==> src/rtl/pfa_pkg.sv <==
// Shared types and constants of the partition fit allocator.
// No dependencies; the files that use it refer to it by scoped names.
package pfa_pkg;

    localparam int NUM_PARTS_DEF = 8;
    localparam int SIZE_BITS_DEF = 16;

    localparam int PART_W     = 3;
    localparam int SIZE_W     = 16;
    localparam int TOTAL_W    = 19;
    localparam int COUNT_W    = 4;
    localparam int CFG_IDX_W  = 2;
    localparam int CFG_DATA_W = 8;

    localparam logic [TOTAL_W-1:0] TOTAL_MAX   = 19'h7FFFF;
    localparam logic [COUNT_W-1:0] COUNT_RESET = 4'd8;

    // register indexes
    localparam logic [CFG_IDX_W-1:0] CFG_POLICY = 2'd0;
    localparam logic [CFG_IDX_W-1:0] CFG_COUNT  = 2'd1;

    // opcodes
    localparam logic OP_LOAD  = 1'b0;
    localparam logic OP_ALLOC = 1'b1;

    typedef enum logic [1:0] {
        POL_FIRST = 2'd0,
        POL_BEST  = 2'd1,
        POL_NEXT  = 2'd2,
        POL_WORST = 2'd3
    } pfa_policy_t;

    typedef enum logic [2:0] {
        ST_IDLE,
        ST_LOAD,
        ST_SCAN,
        ST_DRAIN,
        ST_POST
    } pfa_state_t;

    typedef struct packed {
        logic              op;
        logic [PART_W-1:0] part_index;
        logic [SIZE_W-1:0] size_value;
    } pfa_in_t;

    typedef struct packed {
        logic               granted;
        logic [PART_W-1:0]  chosen_part;
        logic [SIZE_W-1:0]  left_in_part;
        logic [TOTAL_W-1:0] total_free;
    } pfa_out_t;

    // sequencer to evaluation unit
    typedef struct packed {
        logic        clear;   // start of a new item
        logic        step;    // one entry's data is present this cycle
        logic        select;  // item is an allocation, candidates are tracked
        pfa_policy_t policy;
    } pfa_eval_ctl_t;

endpackage

==> src/rtl/partition_fit_allocator.sv <==
// Top level of the partition fit allocator: sequencer, config registers,
// partition table and busy marks. Depends on pfa_pkg, pfa_ram, pfa_eval.
//
// Usage:
//   Command channel: an item (cmd) is taken at a clock edge with start high
//   and busy low. op = load writes part_index's size and clears its busy
//   mark; op = allocate places a job of size_value by the current policy.
//   Every item returns exactly one result beat: result is valid while done
//   is high, for one cycle only. The receiver cannot stall; done lands in
//   the cycle busy drops, so the next item may start in that same cycle.
//   Steps: an allocate goes through scan, drain and post; a load first
//   writes the table and then does the same. The scan covers cnt entries,
//   where cnt is the number of partitions in use (min of partition_count
//   and NUM_PARTS). With cnt zero the scan and drain are skipped.
//   Throughput: the block takes no new item while busy, so items do not
//   overlap. The scan loop reads and evaluates one table entry per cycle
//   through the single-port table read and the shared fit unit, then come
//   the drain state and the update/result state.
//   Config channel: cfg_ready is always high; writes are meant for idle.
//   Reset: all partition sizes read as zero (per-entry valid bits), busy
//   marks and rover cleared, policy first fit, partition_count 8. No
//   clearing pass is needed, so the block is ready right after reset.
module partition_fit_allocator #(
    parameter int NUM_PARTS = pfa_pkg::NUM_PARTS_DEF,
    parameter int SIZE_BITS = pfa_pkg::SIZE_BITS_DEF
) (
    input  logic                           clk,
    input  logic                           rst_n,
    input  logic                           start,
    output logic                           busy,
    input  pfa_pkg::pfa_in_t               cmd,
    output logic                           done,
    output pfa_pkg::pfa_out_t              result,
    input  logic                           cfg_valid,
    output logic                           cfg_ready,
    input  logic [pfa_pkg::CFG_IDX_W-1:0]  cfg_index,
    input  logic [pfa_pkg::CFG_DATA_W-1:0] cfg_data
);

    localparam int IDX_W = (NUM_PARTS > 1) ? $clog2(NUM_PARTS) : 1;
    localparam int CNT_W = $clog2(NUM_PARTS + 1);

    // ---------------- configuration registers ----------------
    pfa_pkg::pfa_policy_t           policy_reg;
    logic [pfa_pkg::COUNT_W-1:0]    count_reg;

    assign cfg_ready = 1'b1;

    always_ff @(posedge clk or negedge rst_n)
    begin
        if (!rst_n)
        begin
            policy_reg <= pfa_pkg::POL_FIRST;
            count_reg  <= pfa_pkg::COUNT_RESET;
        end
        else if (cfg_valid && cfg_ready)
        begin
            unique case (cfg_index)
                pfa_pkg::CFG_POLICY: policy_reg <= pfa_pkg::pfa_policy_t'(cfg_data[1:0]);
                pfa_pkg::CFG_COUNT:  count_reg  <= cfg_data[pfa_pkg::COUNT_W-1:0];
                default:             ;  // unknown index: dropped
            endcase
        end
    end

    // partitions in use, clipped to the table depth
    logic [CNT_W-1:0] cnt;
    assign cnt = (32'(count_reg) > NUM_PARTS) ? CNT_W'(NUM_PARTS) : CNT_W'(count_reg);

    // ---------------- item registers ----------------
    logic                       op_reg;
    logic [pfa_pkg::PART_W-1:0] idx_reg;
    logic [SIZE_BITS-1:0]       job_reg;
    logic                       accept;

    assign accept = start && !busy;

    always_ff @(posedge clk)
    begin
        if (accept)
        begin
            op_reg  <= cmd.op;
            idx_reg <= cmd.part_index;
            job_reg <= SIZE_BITS'(cmd.size_value);
        end
    end

    // ---------------- sequencer ----------------
    pfa_pkg::pfa_state_t state_reg, state_next;
    logic [IDX_W-1:0]    scan_ptr_reg, scan_ptr_next;
    logic                scan_last;

    assign scan_last = (CNT_W'(scan_ptr_reg) + CNT_W'(1)) == cnt;

    always_comb
    begin
        state_next = state_reg;
        unique case (state_reg)
            pfa_pkg::ST_IDLE:
            begin
                if (start)
                begin
                    if (cmd.op == pfa_pkg::OP_LOAD)
                    begin
                        state_next = pfa_pkg::ST_LOAD;
                    end
                    else if (cnt == '0)
                    begin
                        state_next = pfa_pkg::ST_POST;
                    end
                    else
                    begin
                        state_next = pfa_pkg::ST_SCAN;
                    end
                end
            end
            pfa_pkg::ST_LOAD:
            begin
                state_next = (cnt == '0) ? pfa_pkg::ST_POST : pfa_pkg::ST_SCAN;
            end
            pfa_pkg::ST_SCAN:
            begin
                if (scan_last)
                begin
                    state_next = pfa_pkg::ST_DRAIN;
                end
            end
            pfa_pkg::ST_DRAIN: state_next = pfa_pkg::ST_POST;
            pfa_pkg::ST_POST:  state_next = pfa_pkg::ST_IDLE;
            default:           state_next = pfa_pkg::ST_IDLE;
        endcase
    end

    always_comb
    begin
        scan_ptr_next = '0;
        if (state_reg == pfa_pkg::ST_SCAN && !scan_last)
        begin
            scan_ptr_next = scan_ptr_reg + IDX_W'(1);
        end
    end

    always_ff @(posedge clk or negedge rst_n)
    begin
        if (!rst_n)
        begin
            state_reg    <= pfa_pkg::ST_IDLE;
            scan_ptr_reg <= '0;
        end
        else
        begin
            state_reg    <= state_next;
            scan_ptr_reg <= scan_ptr_next;
        end
    end

    // ---------------- evaluation unit hookup ----------------
    pfa_pkg::pfa_eval_ctl_t     eval_ctl;
    logic                       ev_found;
    logic [IDX_W-1:0]           ev_pick;
    logic [SIZE_BITS-1:0]       ev_left;
    logic [pfa_pkg::TOTAL_W-1:0] ev_total;

    // table pipeline: address in SCAN, data in the cycle after
    logic                 rd_vld_reg;
    logic [IDX_W-1:0]     rd_idx_reg;
    logic                 rd_valid_reg;
    logic                 rd_busy_reg;
    logic [SIZE_BITS-1:0] ram_q;
    logic [SIZE_BITS-1:0] entry_size;

    logic [NUM_PARTS-1:0] valid_reg;
    logic [NUM_PARTS-1:0] busy_mark_reg;
    logic [IDX_W-1:0]     rover_reg;
    logic [IDX_W-1:0]     start_idx;

    logic                 load_ok;
    logic                 grant;
    logic                 ram_we;
    logic [IDX_W-1:0]     ram_waddr;
    logic [SIZE_BITS-1:0] ram_wdata;

    assign entry_size = rd_valid_reg ? ram_q : '0;
    assign start_idx  = (CNT_W'(rover_reg) < cnt) ? rover_reg : '0;
    assign load_ok    = 32'(idx_reg) < NUM_PARTS;
    assign grant      = (state_reg == pfa_pkg::ST_POST) && ev_found;

    // control outputs of the sequencer
    always_comb
    begin
        busy            = state_reg != pfa_pkg::ST_IDLE;
        eval_ctl.clear  = accept;
        eval_ctl.step   = rd_vld_reg;
        eval_ctl.select = op_reg == pfa_pkg::OP_ALLOC;
        eval_ctl.policy = policy_reg;
        ram_we          = 1'b0;
        ram_waddr       = IDX_W'(idx_reg);
        ram_wdata       = job_reg;
        if (state_reg == pfa_pkg::ST_LOAD && load_ok)
        begin
            ram_we = 1'b1;
        end
        else if (grant)
        begin
            ram_we    = 1'b1;
            ram_waddr = ev_pick;
            ram_wdata = ev_left;
        end
    end

    always_ff @(posedge clk or negedge rst_n)
    begin
        if (!rst_n)
        begin
            rd_vld_reg <= 1'b0;
        end
        else
        begin
            rd_vld_reg <= state_reg == pfa_pkg::ST_SCAN;
        end
    end

    always_ff @(posedge clk)
    begin
        rd_idx_reg   <= scan_ptr_reg;
        rd_valid_reg <= valid_reg[scan_ptr_reg];
        rd_busy_reg  <= busy_mark_reg[scan_ptr_reg];
    end

    // valid bits stand in for the all-zero reset of the size table
    always_ff @(posedge clk or negedge rst_n)
    begin
        if (!rst_n)
        begin
            valid_reg     <= '0;
            busy_mark_reg <= '0;
            rover_reg     <= '0;
        end
        else
        begin
            if (ram_we)
            begin
                valid_reg[ram_waddr] <= 1'b1;
            end
            if (state_reg == pfa_pkg::ST_LOAD && load_ok)
            begin
                busy_mark_reg[ram_waddr] <= 1'b0;
            end
            if (grant)
            begin
                busy_mark_reg[ev_pick] <= 1'b1;
                if (policy_reg == pfa_pkg::POL_NEXT)
                begin
                    rover_reg <= ((CNT_W'(ev_pick) + CNT_W'(1)) >= cnt)
                                 ? '0 : ev_pick + IDX_W'(1);
                end
            end
        end
    end

    pfa_ram #(
        .WIDTH (SIZE_BITS),
        .DEPTH (NUM_PARTS)
    ) u_table (
        .clk   (clk),
        .we    (ram_we),
        .waddr (ram_waddr),
        .wdata (ram_wdata),
        .raddr (scan_ptr_reg),
        .rdata (ram_q)
    );

    pfa_eval #(
        .NUM_PARTS (NUM_PARTS),
        .SIZE_BITS (SIZE_BITS)
    ) u_eval (
        .clk        (clk),
        .rst_n      (rst_n),
        .ctl        (eval_ctl),
        .entry_idx  (rd_idx_reg),
        .entry_size (entry_size),
        .entry_busy (rd_busy_reg),
        .start_idx  (start_idx),
        .job        (job_reg),
        .found      (ev_found),
        .pick       (ev_pick),
        .pick_left  (ev_left),
        .total_free (ev_total)
    );

    // ---------------- result beat ----------------
    logic              done_reg;
    pfa_pkg::pfa_out_t result_reg;

    always_ff @(posedge clk or negedge rst_n)
    begin
        if (!rst_n)
        begin
            done_reg <= 1'b0;
        end
        else
        begin
            done_reg <= state_reg == pfa_pkg::ST_POST;
        end
    end

    always_ff @(posedge clk)
    begin
        if (state_reg == pfa_pkg::ST_POST)
        begin
            result_reg.granted      <= ev_found;
            result_reg.chosen_part  <= ev_found ? pfa_pkg::PART_W'(ev_pick) : '0;
            result_reg.left_in_part <= ev_found ? pfa_pkg::SIZE_W'(ev_left) : '0;
            result_reg.total_free   <= ev_total;
        end
    end

    assign done   = done_reg;
    assign result = result_reg;

    // ---------------- assertions ----------------
    // the result beat comes exactly as the sequencer goes back to idle
    a_done_on_idle: assert property (@(posedge clk) disable iff (!rst_n)
        $fell(busy) |-> done)
        else $error("busy dropped without a result beat");

    // every item passes through POST before its beat, so beats never abut
    a_done_pulse: assert property (@(posedge clk) disable iff (!rst_n)
        done |=> !done)
        else $error("result beat held longer than one cycle");

    // a grant always names a partition that is in use
    a_grant_in_use: assert property (@(posedge clk) disable iff (!rst_n)
        (done && result.granted && (32'(cnt) <= 8))
        |-> (32'(result.chosen_part) < 32'(cnt)))
        else $error("grant to a partition outside the count in use");

endmodule

==> src/rtl/pfa_ram.sv <==
// Generic single-write, single-read RAM with registered read data.
// No dependencies.
module pfa_ram #(
    parameter int WIDTH = 16,
    parameter int DEPTH = 8,
    localparam int AW   = (DEPTH > 1) ? $clog2(DEPTH) : 1
) (
    input  logic             clk,
    input  logic             we,
    input  logic [AW-1:0]    waddr,
    input  logic [WIDTH-1:0] wdata,
    input  logic [AW-1:0]    raddr,
    output logic [WIDTH-1:0] rdata
);

    logic [WIDTH-1:0] mem [DEPTH];

    always_ff @(posedge clk)
    begin
        if (we)
        begin
            mem[waddr] <= wdata;
        end
        rdata <= mem[raddr];
    end

endmodule

==> src/rtl/pfa_eval.sv <==
// Per-entry fit evaluation: one subtract/compare unit reused for every
// scanned entry, plus the candidate and running-sum registers.
// Depends on pfa_pkg.
module pfa_eval #(
    parameter int NUM_PARTS = pfa_pkg::NUM_PARTS_DEF,
    parameter int SIZE_BITS = pfa_pkg::SIZE_BITS_DEF,
    localparam int IDX_W    = (NUM_PARTS > 1) ? $clog2(NUM_PARTS) : 1
) (
    input  logic                        clk,
    input  logic                        rst_n,
    input  pfa_pkg::pfa_eval_ctl_t      ctl,
    input  logic [IDX_W-1:0]            entry_idx,
    input  logic [SIZE_BITS-1:0]        entry_size,
    input  logic                        entry_busy,
    input  logic [IDX_W-1:0]            start_idx,
    input  logic [SIZE_BITS-1:0]        job,
    output logic                        found,
    output logic [IDX_W-1:0]            pick,
    output logic [SIZE_BITS-1:0]        pick_left,
    output logic [pfa_pkg::TOTAL_W-1:0] total_free
);

    localparam int SUM_W = SIZE_BITS + IDX_W;
    localparam int EXT_W = (SUM_W > pfa_pkg::TOTAL_W) ? SUM_W : pfa_pkg::TOTAL_W;

    logic                 found_reg, found_next;
    logic                 found_hi_reg, found_hi_next;
    logic [IDX_W-1:0]     pick_reg, pick_next;
    logic [SIZE_BITS-1:0] left_reg, left_next;
    logic [SUM_W-1:0]     sum_reg, sum_next;

    logic                 fits, elig, hi, take;
    logic [SIZE_BITS-1:0] left;
    logic [SUM_W-1:0]     sum_fin;
    logic [EXT_W-1:0]     sum_ext;

    always_comb
    begin
        fits = entry_size >= job;
        left = entry_size - job;
        hi   = (ctl.policy == pfa_pkg::POL_FIRST) || (entry_idx >= start_idx);
        elig = fits;
        take = 1'b0;
        case (ctl.policy) inside
            pfa_pkg::POL_FIRST, pfa_pkg::POL_NEXT:
            begin
                // an entry at or after the start pointer supersedes a wrapped one
                elig = fits && !entry_busy;
                take = elig && (!found_reg || (hi && !found_hi_reg));
            end
            pfa_pkg::POL_BEST:
            begin
                take = elig && (!found_reg || (left < left_reg));
            end
            default:
            begin
                take = elig && (!found_reg || (left > left_reg));
            end
        endcase
        take = take && ctl.select;
    end

    always_comb
    begin
        found_next    = found_reg;
        found_hi_next = found_hi_reg;
        pick_next     = pick_reg;
        left_next     = left_reg;
        sum_next      = sum_reg;
        if (ctl.clear)
        begin
            found_next    = 1'b0;
            found_hi_next = 1'b0;
            sum_next      = '0;
        end
        else if (ctl.step)
        begin
            sum_next = sum_reg + SUM_W'(entry_size);
            if (take)
            begin
                found_next    = 1'b1;
                found_hi_next = hi;
                pick_next     = entry_idx;
                left_next     = left;
            end
        end
    end

    always_ff @(posedge clk or negedge rst_n)
    begin
        if (!rst_n)
        begin
            found_reg    <= 1'b0;
            found_hi_reg <= 1'b0;
            sum_reg      <= '0;
        end
        else
        begin
            found_reg    <= found_next;
            found_hi_reg <= found_hi_next;
            sum_reg      <= sum_next;
        end
    end

    always_ff @(posedge clk)
    begin
        pick_reg <= pick_next;
        left_reg <= left_next;
    end

    // free space after the grant is taken out, saturated to the field width
    always_comb
    begin
        sum_fin = found_reg ? (sum_reg - SUM_W'(job)) : sum_reg;
        sum_ext = EXT_W'(sum_fin);
        if (sum_ext > EXT_W'(pfa_pkg::TOTAL_MAX))
        begin
            total_free = pfa_pkg::TOTAL_MAX;
        end
        else
        begin
            total_free = pfa_pkg::TOTAL_W'(sum_ext);
        end
    end

    assign found     = found_reg;
    assign pick      = pick_reg;
    assign pick_left = left_reg;

endmodule

==> config.mk <==
export PLATFORM = sky130hd
export DESIGN_NAME = partition_fit_allocator
export DESIGN_NICKNAME = d
export VERILOG_FILES = /design/src/rtl/pfa_pkg.sv /design/src/rtl/partition_fit_allocator.sv /design/src/rtl/pfa_ram.sv /design/src/rtl/pfa_eval.sv
export SDC_FILE = /design/constraint.sdc
export NUM_CORES = 1
export LEC_CHECK = 0
export BUFFER_PORTS_ARGS = -buffer_cell sky130_fd_sc_hd__buf_2
export CAP_MARGIN = 40
export CORE_ASPECT_RATIO = 0.7
export CORE_UTILIZATION = 60
export DETAILED_ROUTE_END_ITERATION = 8
export PLACE_DENSITY = 0.78
export SETUP_SLACK_MARGIN = 0.15
export SYNTH_ARGS = -nofsm -noshare
export SYNTH_HDL_FRONTEND = slang
export SYNTH_HIERARCHICAL = 1
export SYNTH_SLANG_ARGS = --single-unit
export TNS_END_PERCENT = 30
==> constraint.sdc <==
create_clock -name clk -period 9 [get_ports clk]
set_input_delay 0 -clock clk [delete_from_list [all_inputs] [get_ports clk]]
set_output_delay 0 -clock clk [all_outputs]
set_load 0.02 [all_outputs]
==> impl_metrics.py <==
metrics = {
    "timing": {
        "hold_violations": 0,
        "timing_max_transition_violations_final": 0,
        "post-route-period-util_pct": 60.1,
        "worst_pin_slew_ps": 871,
        "final.setup_skew_ps": 11.1,
        "finalSetupViolations": 0,
        "grt_setup_unrepaired": "no",
        "fin_tns_setup_ps": 0,
        "relSlewSlack_pct": 41.3,
        "max_clock_freq_mhz": 185,
        "layout_min_cycle_time_ps": 5410,
    },
    "clock_network": {
        "cts.htree.levels": 1,
        "worst_skew_pair.late_latency_ps": 530,
        "max-clock-path-buffers": 3,
        "post_cts_buffers": 0,
        "tritoncts.num_buffers": 26,
        "cts.sinks": 281,
        "clock_pin_slew_on_the_worst_setup_and_hold_paths_ps": 70,
        "tritoncts": "built",
        "clock-root-buffer": "sky130_fd_sc_hd__clkbuf_16",
    },
    "cells_and_area": {
        "final_util_pct": 70.5,
        "areaGrowthSynthToFinish_pct": 14.1,
        "number_of_flip_flops_in_the_largest_register": 128,
        "ff_latch_area_um2": 7960,
        "layout.nets": 1326,
        "multi_input_gate_area_um2": 5820,
        "layout.filler_cells": 1577,
        "drive_gt1_share_pct": 15.7,
        "antenna_cells_inserted": 0,
    },
    "floorplan": {
        "floorplan.core_area_um2": 22900,
        "die_w_um": 186,
        "initial_util_pct": 61.8,
        "floorplan.die.height_um": 131,
        "number_of_cell_rows": 46,
        "die-area_um2": 24200,
        "io_pins": 76,
    },
    "synth": {
        "mappedNetlistArea_um2": 14200,
        "netlist_top_cells_count": "206 x sky130_fd_sc_hd__edfxtp_1, 97 x sky130_fd_sc_hd__nand2_1, 75 x sky130_fd_sc_hd__ha_1",
        "synth_cell_type_count": 82,
        "syn-mean-instance-area_um2": 12.8,
        "synth-edff-count": 206,
        "fraction_of_the_yosys_area_taken_by_sequential_cells_pct": 56.2,
        "most_used_flip_flop_cell_after_synthesis": "sky130_fd_sc_hd__edfxtp_1",
        "post-synth-top-count-cell": "sky130_fd_sc_hd__edfxtp_1",
        "synthDominantCellAreaShare_pct": 43.7,
        "synthesis.instances": 1104,
        "post_synthesis_cell_type_with_the_largest_combined_area": "sky130_fd_sc_hd__edfxtp_1",
        "synth-seq-cells": 281,
        "synth_fp_nets": 1216,
        "synthArstFlopShare_pct": 19.2,
        "synth_area_leaders": "sky130_fd_sc_hd__edfxtp_1 44%, sky130_fd_sc_hd__dfrtp_1 9.4%, sky130_fd_sc_hd__ha_1 6.6%, sky130_fd_sc_hd__mux4_1 5.9%, sky130_fd_sc_hd__dfxtp_1 3.0%",
        "yosys_warnings": 6,
    },
    "status": {
        "status": "complete, no violations",
    },
    "setup_path": {
        "crit_path_cell_trace": "and2_1, inv_1, ha_1, fa_1, nor2b_1, o31a_1, o21ai_2, o21ai_1, a221oi_1, o21ai_0, xor2_1, ha_1, and4_4, nand2_1, a211o_1, and3_1, o211ai_2, nor3b_2, and2_2",
        "worst_path_max_delay_cell": "sky130_fd_sc_hd__dfxtp_1",
        "worst_setup_path_end_kind": "flip-flop",
        "crit_top_cell": "sky130_fd_sc_hd__ha_1",
        "cpLargestDelayFamily": "simple AND/OR/NAND/NOR gates",
        "worst-endpoint-required_ps": 9170,
        "timing.critical_path.buf_inv": 1,
        "kind_of_launch_point_of_the_worst_setup_path": "flip-flop",
        "critical_path_peak_fanout": 19,
        "worst-endpoint-arrival_ps": 5570,
        "cpPeakStageDelay_ps": 670,
        "critical_path_class": "flip-flop to flip-flop",
    },
    "power_and_ir_drop": {
        "leakage_power_nw": 6.46,
        "p_int_mw": 3.08,
        "clockPowerShare_pct": 23.8,
        "power_per_cell_area_nw_per_um2": 293,
        "p_switching_mw": 1.65,
        "max-vdd-ir-drop_uv": 250,
        "p_seq_share_pct": 38.3,
        "switching_share_pct": 34.9,
        "p_comb_share_pct": 38.0,
    },
    "routing": {
        "drt_first_iter_violations": 781,
        "route.detailed.wl_per_inst_um": 19.7,
        "routed-via-count": 9171,
        "post-route-drc-count": 0,
        "vias_per_cell": 5.93,
        "routed_wirelength_mm": 30.4,
        "route.antenna.remaining_nets": 0,
        "pre_repair_dr_iteration_count": 5,
    },
    "global_route": {
        "overflow": 0,
        "grt_start_max_net_pins": 55,
        "via_count_of_the_first_global_routing_pass": 8826,
        "grtUsageTotal_pct": 25.8,
        "grt_pass1_wl_mm": 47.3,
        "grt_antenna_before_repair": 0,
    },
    "hold_path": {
        "worst_hold_path_type": "input port to async pin",
    },
    "placement": {
        "globalplace.congestion": 0.913,
        "place.detailed.hpwl_mm": 20.5,
        "placement.io_buffers": 70,
    },
    "run": {
        "drv_cap": 0,
    },
}
==> worst min-delay path, delay by kind of cell <==
kind                   cells  cell delay (ps)
buffers and inverters      3             1170
==> layer usage <==
| layer | vias up | routed length [um] | GRT usage (%) |
|---|---|---|---|
| li1 | 4351 | - | - |
| met1 | 4437 | 13600 | 37.2 |
| met2 | 326 | 13900 | 41.2 |
| met3 | 57 | 1970 | 3.41 |
| met4 | 0 | 906 | 8.58 |
| met5 | - | 0 | 0 |
==> layout make-up <==
cell class / count / area share, %
clock buffer: 33 / 4.45
timing repair buffer: 122 / 5.47
clock inverter: 15 / 0.992
multi-input combinational: 725 / 36.0
sequential: 281 / 49.3
inverter: 58 / 1.35
tap: 312 / 2.42
==> worst paths after layout <==
| path | start | endpoint | slack, ps | depth (start not counted) |
|---|---|---|---|---|
| worst max-delay path | rd_valid_reg | u_eval/pick_left[1] | 3590 | 19 |
| worst min-delay path | rst_n | u_eval/sum_reg[0] | 150 | 3 |
| worst max register to register | rd_valid_reg | u_eval/pick_left[1] | 3590 | 19 |
| worst min register to register | rd_idx_reg[2] | u_eval/pick[2] | 440 | 0 |
| max in group asynchronous | rst_n | scan_ptr_reg[0] | 8280 | 3 |
| min in group clk | cmd[16] | idx_reg[0] | 180 | 2 |
==> kinds of logic (layout without fill, tap and decap cells) <==
kind of cell,Yosys count,count (layout),share of synthesized area (%)
simple gates,304,304,10.9
flops,281,281,56.2
compound gates,213,213,9.74
buf+inv,98,228,2.97
mux,84,84,10.3
fa+ha+maj,78,78,7.05
xor+xnor,45,45,2.78
other cells,1,1,0.0265
==> metrics by stage <==
stage | std cells | total power [mW] | cell area [um^2] | setup slack [ps] | hold slack (ps)
floorplan | 1104 | 3.14 | 14200 | 4800 | -296
global placement | 1459 | 3.51 | 14800 | 3880 | 176
detailed placement | 1465 | 3.58 | 14900 | 3740 | 176
CTS | 1546 | 4.73 | 16100 | 3710 | 157
global route | 1546 | 5.02 | 16100 | 3330 | 174
finish | 1546 | 4.74 | 16100 | 3590 | 153
==> repair_timing <==
action / CTS / global route
gates resized for setup: 0 / 0
hold buffers: 33 / 0
endpoints found under the hold margin: 85 / 0
==> placed cells by master (no fill, tap or decap), drive strengths merged, types with 7 or more instances in the layout <==
cell,count
dfrtp,53
and2,37
clkinv,10
dfxtp,21
clkbuf,33
a21o,29
nand3,21
ha,75
dlygate4sd3,33
nor3b,7
inv,56
o21a,12
nor2b,12
o21ai,50
nor3,10
mux2,36
a31oi,7
edfxtp,206
buf,89
nor2,66
a21oi,60
nand2,97
nand2b,17
mux4,36
a211oi,9
mux2i,12
xor2,20
xnor2,25
==> power groups by stage <==
| stage | combinational [mW] | sequential [mW] | clock [mW] |
|---|---|---|---|
| 3_5_place_dp | 1.75 | 1.84 | 0 |
| 3_3_place_gp | 1.66 | 1.84 | 0 |
| 4_1_cts | 1.78 | 1.81 | 1.15 |
| 6_report | 1.80 | 1.81 | 1.13 |
| 5_1_grt | 1.98 | 1.83 | 1.20 |
| 2_1_floorplan | 1.33 | 1.81 | 0 |
No activity file was read; power rests on OpenSTA's default activity.
